**config.mk**
```make
export PLATFORM = sky130hd
export DESIGN_NAME = rgb_hires_lores_pixel_renderer
export DESIGN_NICKNAME = d
export VERILOG_FILES = /design/src/design/rhlr_pkg.sv /design/src/design/rgb_hires_lores_pixel_renderer.sv /design/src/design/rhlr_front.sv /design/src/design/rhlr_queue.sv /design/src/design/rhlr_back.sv
export SDC_FILE = /design/constraint.sdc
export NUM_CORES = 1
export LEC_CHECK = 0
export BUFFER_PORTS_ARGS = -buffer_cell sky130_fd_sc_hd__buf_4
export CAP_MARGIN = 20
export CORE_MARGIN = 4
export CORE_UTILIZATION = 55
export CTS_CLUSTER_SIZE = 20
export DETAILED_ROUTE_END_ITERATION = 6
export GPL_TIMING_DRIVEN = 0
export PLACE_DENSITY = 0.74
export SLEW_MARGIN = 20
export SYNTH_ARGS = -nofsm -noshare
export SYNTH_HDL_FRONTEND = slang
export SYNTH_SLANG_ARGS = --single-unit
```
**constraint.sdc**
```tcl
create_clock -name clock -period 3.95 [get_ports clock]
set_input_delay 0.1975 -clock clock [delete_from_list [all_inputs] [get_ports clock]]
set_output_delay 0.1975 -clock clock [all_outputs]
set_load 0.03 [all_outputs]
```
**src/design/rhlr_pkg.sv**
```systemverilog
// Shared types and constant tables for the hires/lores pixel renderer.
`timescale 1ns / 1ps

package rhlr_pkg;

   localparam int PixelsMax = 16;
   localparam int ColorW    = 4;
   localparam int PixIdxW   = $clog2(PixelsMax);

   // One queued request: a color index for every pixel slot and the index of the last pixel.
   typedef struct packed {
      logic [PixelsMax-1:0][ColorW-1:0] colors;
      logic [PixIdxW-1:0]               last_idx;
   } job_type;

   typedef struct packed {
      logic full;
      logic empty;
   } queue_status_type;

   localparam logic [ColorW-1:0] ColorBlack = 4'd0;
   localparam logic [ColorW-1:0] ColorWhite = 4'd15;

   // Palette entries packed as {red, green, blue}.
   localparam logic [23:0] Palette [16] = '{
      24'h000000, 24'hD00030, 24'h000090, 24'hD020D0,
      24'h007020, 24'h505050, 24'h2020F0, 24'h60A0F0,
      24'h805000, 24'hF06000, 24'hA0A0A0, 24'hF09080,
      24'h10D000, 24'hF0F000, 24'h40F090, 24'hF0F0F0
   };

   // Hires window decode: [table][window][half], table 0 plain, table 1 shifted.
   localparam logic [ColorW-1:0] WinColor [2][16][2] = '{
      '{ '{4'd0, 4'd0},   '{4'd0, 4'd0},   '{4'd3, 4'd3},   '{4'd15, 4'd0},
         '{4'd12, 4'd12}, '{4'd12, 4'd12}, '{4'd15, 4'd15}, '{4'd15, 4'd15},
         '{4'd0, 4'd0},   '{4'd0, 4'd0},   '{4'd3, 4'd3},   '{4'd15, 4'd0},
         '{4'd0, 4'd15},  '{4'd0, 4'd15},  '{4'd15, 4'd15}, '{4'd15, 4'd15} },
      '{ '{4'd0, 4'd0},   '{4'd0, 4'd0},   '{4'd6, 4'd6},   '{4'd15, 4'd0},
         '{4'd9, 4'd9},   '{4'd9, 4'd9},   '{4'd15, 4'd15}, '{4'd15, 4'd15},
         '{4'd0, 4'd0},   '{4'd0, 4'd0},   '{4'd6, 4'd6},   '{4'd15, 4'd0},
         '{4'd0, 4'd15},  '{4'd0, 4'd15},  '{4'd15, 4'd15}, '{4'd15, 4'd15} }
   };

endpackage

```
**src/design/rgb_hires_lores_pixel_renderer.sv**
```systemverilog
// Top level of the hires/lores/text pixel renderer: front end, job queue and pixel back end.
`timescale 1ns / 1ps

// Channel   Direction  Handshake              Payload
// req       in         req_valid/req_ready    disp_mode, mem_byte, glyph_bits, frame_start
// rsp       out        rsp_valid/rsp_ready    red, green, blue, last_pixel
//
// Each request produces 14 pixels in text and lores modes and 12 or 16 in hires modes.
// The back end emits one pixel per cycle while rsp is not stalled, and that single pixel
// port sets the sustained rate.
// The front end decodes a request in the cycle it arrives and queues it (two entries); the
// request being streamed keeps its entry, so one more request is accepted while it streams.
// Reset is synchronous and active high; it clears the counters, history and queue pointers.
// A stall on rsp holds the output register and the pixel index; requests keep being taken
// until the queue fills.

module rgb_hires_lores_pixel_renderer #(
   parameter int COLUMNS_PER_LINE = 40
) (
   input  logic        clock,
   input  logic        reset,
   input  logic        req_valid,
   output logic        req_ready,
   input  logic [2:0]  req_disp_mode,
   input  logic [7:0]  req_mem_byte,
   input  logic [13:0] req_glyph_bits,
   input  logic        req_frame_start,
   output logic        rsp_valid,
   input  logic        rsp_ready,
   output logic [7:0]  rsp_red,
   output logic [7:0]  rsp_green,
   output logic [7:0]  rsp_blue,
   output logic        rsp_last_pixel
);
   import rhlr_pkg::*;

   queue_status_type q_status;
   job_type          q_push_data;
   job_type          q_pop_data;
   logic             q_push;
   logic             q_pop;

   // The front end owns the column, line and hires history state and turns each request
   // into a list of color indices with the position of the final pixel.
   rhlr_front #(
      .COLUMNS_PER_LINE(COLUMNS_PER_LINE)
   ) u_front (
      .clock          (clock),
      .reset          (reset),
      .req_valid      (req_valid),
      .req_ready      (req_ready),
      .req_disp_mode  (req_disp_mode),
      .req_mem_byte   (req_mem_byte),
      .req_glyph_bits (req_glyph_bits),
      .req_frame_start(req_frame_start),
      .q_status       (q_status),
      .q_push         (q_push),
      .q_push_data    (q_push_data)
   );

   // The queue decouples decode from pixel streaming.
   rhlr_queue u_queue (
      .clock    (clock),
      .reset    (reset),
      .push     (q_push),
      .push_data(q_push_data),
      .pop      (q_pop),
      .pop_data (q_pop_data),
      .status   (q_status)
   );

   // The back end looks up the palette and drives the registered pixel output.
   rhlr_back u_back (
      .clock         (clock),
      .reset         (reset),
      .q_status      (q_status),
      .q_data        (q_pop_data),
      .q_pop         (q_pop),
      .rsp_valid     (rsp_valid),
      .rsp_ready     (rsp_ready),
      .rsp_red       (rsp_red),
      .rsp_green     (rsp_green),
      .rsp_blue      (rsp_blue),
      .rsp_last_pixel(rsp_last_pixel)
   );

endmodule

```
**src/design/rhlr_front.sv**
```systemverilog
// Front end: accepts requests, tracks column and line, and builds pixel color jobs.
`timescale 1ns / 1ps

module rhlr_front #(
   parameter int COLUMNS_PER_LINE = 40
) (
   input  logic                      clock,
   input  logic                      reset,
   input  logic                      req_valid,
   output logic                      req_ready,
   input  logic [2:0]                req_disp_mode,
   input  logic [7:0]                req_mem_byte,
   input  logic [13:0]               req_glyph_bits,
   input  logic                      req_frame_start,
   input  rhlr_pkg::queue_status_type q_status,
   output logic                      q_push,
   output rhlr_pkg::job_type         q_push_data
);
   import rhlr_pkg::*;

   localparam int ColW = (COLUMNS_PER_LINE > 1) ? $clog2(COLUMNS_PER_LINE) : 1;
   localparam logic [ColW-1:0] ColLast = ColW'(COLUMNS_PER_LINE - 1);
   localparam logic [7:0] MixedTextLine = 8'd160;
   localparam logic [7:0] LineMax       = 8'd255;

   localparam logic [2:0] ModeText       = 3'd0;
   localparam logic [2:0] ModeLores      = 3'd1;
   localparam logic [2:0] ModeHires      = 3'd2;
   localparam logic [2:0] ModeLoresMixed = 3'd3;
   localparam logic [2:0] ModeHiresMixed = 3'd4;

   logic [ColW-1:0] column_count_ff, column_count_in;
   logic [7:0]      line_count_ff, line_count_in;
   logic [6:0]      prev_hires_bits_ff, prev_hires_bits_in;
   logic            prev_shift_flag_ff, prev_shift_flag_in;

   logic [ColW-1:0] col;
   logic [7:0]      line;
   logic [6:0]      prev_bits;
   logic            prev_shift;
   logic [2:0]      mode;
   logic            is_lores, is_hires, wrap, shift;
   logic [9:0]      vbits;
   logic            four_windows;
   logic [3:0]      nibble;
   logic            accept;

   assign req_ready = !q_status.full;
   assign accept    = req_valid && req_ready;
   assign q_push    = accept;

   always_comb begin
      col        = req_frame_start ? '0 : column_count_ff;
      line       = req_frame_start ? '0 : line_count_ff;
      prev_bits  = req_frame_start ? '0 : prev_hires_bits_ff;
      prev_shift = req_frame_start ? 1'b0 : prev_shift_flag_ff;

      mode = req_disp_mode;
      if ((mode == ModeLoresMixed || mode == ModeHiresMixed) && line >= MixedTextLine) begin
         mode = ModeText;
      end
      is_lores = (mode == ModeLores) || (mode == ModeLoresMixed);
      is_hires = (mode == ModeHires) || (mode == ModeHiresMixed);
      shift    = req_mem_byte[7];
      nibble   = line[2] ? req_mem_byte[7:4] : req_mem_byte[3:0];

      if (col[0]) begin
         vbits        = {1'b0, req_mem_byte[6:0], prev_bits[6:5]};
         four_windows = (col == ColLast);
      end else if (col != '0) begin
         vbits        = {req_mem_byte[6:0], prev_bits[6:4]};
         four_windows = 1'b1;
      end else begin
         vbits        = {2'b00, req_mem_byte[6:0], 1'b0};
         four_windows = 1'b0;
      end

      // Each pixel slot: window k/4, half (k%4)/2, so each half is shown twice.
      for (int k = 0; k < PixelsMax; k++) begin
         if (is_hires) begin
            q_push_data.colors[k] =
               WinColor[(shift || ((k / 4) == 0 && prev_shift)) ? 1 : 0]
                       [vbits[2*(k/4) +: 4]][(k % 4) / 2];
         end else if (is_lores) begin
            q_push_data.colors[k] = nibble;
         end else if (k < 14) begin
            q_push_data.colors[k] = req_glyph_bits[k] ? ColorWhite : ColorBlack;
         end else begin
            q_push_data.colors[k] = ColorBlack;
         end
      end

      if (is_hires) begin
         q_push_data.last_idx = four_windows ? PixIdxW'(15) : PixIdxW'(11);
      end else begin
         q_push_data.last_idx = PixIdxW'(13);
      end

      wrap               = (col == ColLast);
      column_count_in    = wrap ? '0 : col + 1'b1;
      line_count_in      = (wrap && line != LineMax) ? line + 8'd1 : line;
      prev_hires_bits_in = wrap ? '0 : (is_hires ? req_mem_byte[6:0] : prev_bits);
      prev_shift_flag_in = is_hires ? shift : prev_shift;
   end

   always_ff @(posedge clock) begin
      if (reset) begin
         column_count_ff    <= '0;
         line_count_ff      <= '0;
         prev_hires_bits_ff <= '0;
         prev_shift_flag_ff <= 1'b0;
      end else if (accept) begin
         column_count_ff    <= column_count_in;
         line_count_ff      <= line_count_in;
         prev_hires_bits_ff <= prev_hires_bits_in;
         prev_shift_flag_ff <= prev_shift_flag_in;
      end
   end

endmodule

```
**src/design/rhlr_queue.sv**
```systemverilog
// Two-entry job queue between the front end and the pixel back end.
`timescale 1ns / 1ps

module rhlr_queue (
   input  logic                       clock,
   input  logic                       reset,
   input  logic                       push,
   input  rhlr_pkg::job_type          push_data,
   input  logic                       pop,
   output rhlr_pkg::job_type          pop_data,
   output rhlr_pkg::queue_status_type status
);
   import rhlr_pkg::*;

   localparam int Depth = 2;

   job_type    entry_ff [Depth];
   logic       wr_ptr_ff, wr_ptr_in;
   logic       rd_ptr_ff, rd_ptr_in;
   logic [1:0] count_ff, count_in;

   assign status.full  = (count_ff == 2'(Depth));
   assign status.empty = (count_ff == 2'd0);
   assign pop_data     = entry_ff[rd_ptr_ff];

   always_comb begin
      wr_ptr_in = push ? !wr_ptr_ff : wr_ptr_ff;
      rd_ptr_in = pop ? !rd_ptr_ff : rd_ptr_ff;
      count_in  = count_ff + {1'b0, push} - {1'b0, pop};
   end

   always_ff @(posedge clock) begin
      if (reset) begin
         wr_ptr_ff <= 1'b0;
         rd_ptr_ff <= 1'b0;
         count_ff  <= 2'd0;
      end else begin
         wr_ptr_ff <= wr_ptr_in;
         rd_ptr_ff <= rd_ptr_in;
         count_ff  <= count_in;
      end
   end

   always_ff @(posedge clock) begin
      if (push) begin
         entry_ff[wr_ptr_ff] <= push_data;
      end
   end

   a_no_push_full: assert property (@(posedge clock) disable iff (reset)
      push |-> !status.full || pop)
      else $error("queue written while full");
   a_no_pop_empty: assert property (@(posedge clock) disable iff (reset)
      pop |-> !status.empty)
      else $error("queue read while empty");
   a_count_bound: assert property (@(posedge clock) disable iff (reset)
      count_ff <= 2'(Depth))
      else $error("queue count beyond depth");

endmodule

```
**src/design/rhlr_back.sv**
```systemverilog
// Back end: steps through a job one pixel per cycle unless rsp stalls, and registers the RGB result.
`timescale 1ns / 1ps

module rhlr_back (
   input  logic                       clock,
   input  logic                       reset,
   input  rhlr_pkg::queue_status_type q_status,
   input  rhlr_pkg::job_type          q_data,
   output logic                       q_pop,
   output logic                       rsp_valid,
   input  logic                       rsp_ready,
   output logic [7:0]                 rsp_red,
   output logic [7:0]                 rsp_green,
   output logic [7:0]                 rsp_blue,
   output logic                       rsp_last_pixel
);
   import rhlr_pkg::*;

   logic [PixIdxW-1:0] pix_idx_ff, pix_idx_in;
   logic               rsp_valid_ff;
   logic [23:0]        rgb_ff;
   logic               last_ff;
   logic               advance, is_last;

   assign advance   = !q_status.empty && (!rsp_valid_ff || rsp_ready);
   assign is_last   = (pix_idx_ff == q_data.last_idx);
   assign q_pop     = advance && is_last;
   assign pix_idx_in = is_last ? '0 : pix_idx_ff + 1'b1;

   assign rsp_valid      = rsp_valid_ff;
   assign rsp_red        = rgb_ff[23:16];
   assign rsp_green      = rgb_ff[15:8];
   assign rsp_blue       = rgb_ff[7:0];
   assign rsp_last_pixel = last_ff;

   always_ff @(posedge clock) begin
      if (reset) begin
         pix_idx_ff   <= '0;
         rsp_valid_ff <= 1'b0;
      end else if (advance) begin
         pix_idx_ff   <= pix_idx_in;
         rsp_valid_ff <= 1'b1;
      end else if (rsp_ready) begin
         rsp_valid_ff <= 1'b0;
      end
   end

   always_ff @(posedge clock) begin
      if (advance) begin
         rgb_ff  <= Palette[q_data.colors[pix_idx_ff]];
         last_ff <= is_last;
      end
   end

   a_pop_marks_last: assert property (@(posedge clock) disable iff (reset)
      q_pop |=> rsp_valid_ff && last_ff)
      else $error("job retired without a last pixel");
   a_idx_in_job: assert property (@(posedge clock) disable iff (reset)
      !q_status.empty |-> pix_idx_ff <= q_data.last_idx)
      else $error("pixel index ran past the job");
   a_stall_holds_idx: assert property (@(posedge clock) disable iff (reset)
      rsp_valid_ff && !rsp_ready |=> $stable(pix_idx_ff))
      else $error("pixel index moved during a stall");

endmodule

```
==> flow_summary.json <==
{
  "min_period_ps": 3740,
  "core-area_um2": 15300,
  "clock_path_buffers": 2,
  "drt_iter0_drc": 548,
  "fin_area_um2": 9860,
  "async_flop_share_pct": 0,
  "critPathArrivalTime_ps": 3860,
  "place_hpwl_mm": 16.0,
  "hold_viol": 0,
  "die_area_um2": 17700,
  "grt_pass1_vias": 6204,
  "ant_nets": 0,
  "use_met1_pct": 34.9,
  "grt_overflow": 0,
  "layout-drive-gt1-share_pct": 18.1,
  "grt_max_degree": 53,
  "cp-start-kind": "flop",
  "grt_busiest_layer": "met2",
  "fin_nets": 848,
  "cts-buffers-inserted": 17,
  "cts_sinks": 165,
  "wirelength_mm": 21.8,
  "worstPathMaxFanout": 10,
  "hold_path.class": "input pin to flop",
  "max-cap-violations": 0,
  "synth.area.top_cells": "edfxtp_1 (48%), dfxtp_1 (6.5%), mux4_2 (5.8%)",
  "worst_pin_slew_ps": 818,
  "fin_skew_ps": 9.59,
  "cts-resized-gates": 0,
  "area_delta_synth_final_pct": 14.7,
  "clk_pin_slew_ps": 60,
  "fin_tns_setup_ps": 0,
  "path_class": "flop to flop",
  "drtPass1Iterations": 5,
  "clk_latency_ps": 420,
  "ys_seq_area_share_pct": 54.4,
  "synth.top_cell.area_share_pct": 47.9,
  "power_leakage_nw": 3.58,
  "wl_per_cell_um": 21.2,
  "ys.flop_type": "edfxtp_1",
  "yosysTopAreaCell": "edfxtp_1",
  "yosys_warnings": 0,
  "drc": 0,
  "setup_viol": 0,
  "cts_tree": "done",
  "cellPowerDensity_nw_per_um2": 492,
  "timing.final.crit_share_pct": 94.7,
  "antenna_found_initial": 0,
  "vdd_ir_drop_max_v": 0.000300,
  "synthCells": 732,
  "drv_slew": 0,
  "ys_ff_latch": 165,
  "dieWidth_um": 133,
  "rows": 45,
  "grt_pass1_wl_mm": 34.4,
  "die-height_um": 133,
  "portBuffers": 40,
  "root_buffer": "clkbuf_16",
  "status": "completed",
  "vias": 6454,
  "holdBufCountCts": 0,
  "syn_area_um2": 8590,
  "antennaDiodeCount": 0,
  "rsz0062_at_grt": "no",
  "critPathCaptureType": "flop",
  "fmax_mhz": 267,
  "start_util_pct": 56.3,
  "relSlewSlack_pct": 44.6,
  "met3_usage_pct": 4.26,
  "place_area_um2": 9280,
  "htree_num_levels": 4,
  "synth_edf_count": 137,
  "io_pins": 57,
  "track_usage_pct": 25.3,
  "routed_via_density": 6.27,
  "post-cts-setup-buffers": 0,
  "syn_area_per_cell_um2": 11.7,
  "yosysUniqueCellTypes": 74,
  "gp_congestion": 0.951,
  "worstPathRequired_ps": 4070,
  "grt.met2_usage_pct": 39.9
}
## worst max-delay path, stage by stage, from the launching register on
cell and delay (ps):
dfxtp_1 350, nor2b_1 140, clkbuf_1 180, inv_2 170, buf_2 250, ha_1 180, clkbuf_1 310, inv_1 180
a21oi_2 330, buf_4 250, o211a_1 230, a21oi_1 80, o21ai_0 540, nand3_1 230
## power by group
| group | internal, W | switching, W |
|---|---|---|
| clock | 0.000936 | 0.000658 |
| combinational | 0.000409 | 0.000673 |
| sequential | 0.00213 | 0.0000531 |
## kinds of logic (layout without fill, tap and decap cells)
kind of cell / after synthesis / in the layout / share of synthesized area, %
fa+ha+maj: 14 / 14 / 2.02
other cells: 1 / 12 / 0.0436
compound gates: 180 / 180 / 14.8
mux: 57 / 57 / 10.1
simple gates: 222 / 222 / 12.9
buf+inv: 84 / 159 / 4.85
flops: 165 / 165 / 54.4
xor+xnor: 9 / 9 / 0.917
## routing by layer
layer	wire length [µm]	vias to the layer above
met5	0	-
met4	692	0
met3	1530	56
met2	10400	318
met1	9190	3154
li1	-	2926
## synthesized netlist by cell type (all sizes together), types with 23 or more instances
| library cell | count |
|---|---|
| mux4 | 23 |
| mux2i | 29 |
| nand2 | 75 |
| a21oi | 34 |
| buf | 31 |
| edfxtp | 137 |
| nor2 | 42 |
| o211ai | 23 |
| o21ai | 39 |
| nand3 | 39 |
| clkbuf | 28 |
| inv | 24 |
| dfxtp | 28 |
## through the flow
step	power (W)	util (%)	setup WS (ps)	hold WS [ps]	instances
floorplan	0.00296	-	887	393	743
global placement	0.00323	60.3	222	440	994
detailed placement	0.00328	60.8	226	454	997
CTS	0.00486	64.6	204	43.6	1029
global route	0.00505	64.6	33.5	69.9	1029
finish	0.00486	64.6	210	59.5	1029
## layout by cell type (no fill, tap or decap), types with 4 or more instances in the layout
cell / count
edfxtp_1: 137
nand2_1: 75
buf_4: 54
nor2_1: 40
nand3_1: 39
o21ai_0: 33
a21oi_1: 33
mux2i_1: 29
clkbuf_1: 28
dfxtp_1: 28
o211ai_1: 23
inv_1: 22
mux4_2: 22
clkbuf_16: 18
nand2b_1: 17
a22oi_1: 14
ha_1: 13
a31oi_1: 12
conb_1: 12
nor2b_1: 11
buf_2: 9
xnor2_1: 8
o2111ai_1: 7
a32oi_1: 6
o21ai_1: 6
buf_6: 5
o21a_1: 5
nor3_1: 5
clkinvlp_4: 5
and3_1: 4
and3b_1: 4
a21o_1: 4
o211a_1: 4
o221ai_1: 4
## registers in the layout (all words and copies together), names as in the netlist, named ones only
signal	count
u_front.prev_shift_flag_ff	1
u_back.rsp_last_pixel	1
u_back.pix_idx_ff	4
u_queue.rd_ptr_ff	1
u_queue.count_ff	2
u_queue.entry_ff	124
u_back.rsp_valid	1
u_queue.wr_ptr_ff	1
u_front.prev_hires_bits_ff	3
u_back.rgb_ff	12
u_front.column_count_ff	6
u_front.line_count_ff	8
## area by class of cell
cell class | instances | area [µm²]
fill | 1145 | 5400
sequential | 165 | 4670
multi-input combinational | 494 | 3560
clock buffer | 21 | 482
timing repair buffer | 43 | 368
buffer | 59 | 324
tap | 211 | 264
clock inverter | 11 | 98.8
inverter | 25 | 93.8
## worst paths after layout
kind / slack (ps) / start / depth (start not counted) / to
worst max register to register: 210 / u_front.column_count_ff[0] / 13 / u_queue.entry_ff[1][30]
worst min register to register: 460 / u_front.column_count_ff[1] / 2 / u_front.column_count_ff[1]
worst max-delay path: 210 / u_front.column_count_ff[0] / 13 / u_queue.entry_ff[1][30]
worst min-delay path: 60 / rsp_ready / 3 / u_back.rsp_valid
Power figures use the tool's default switching activity.
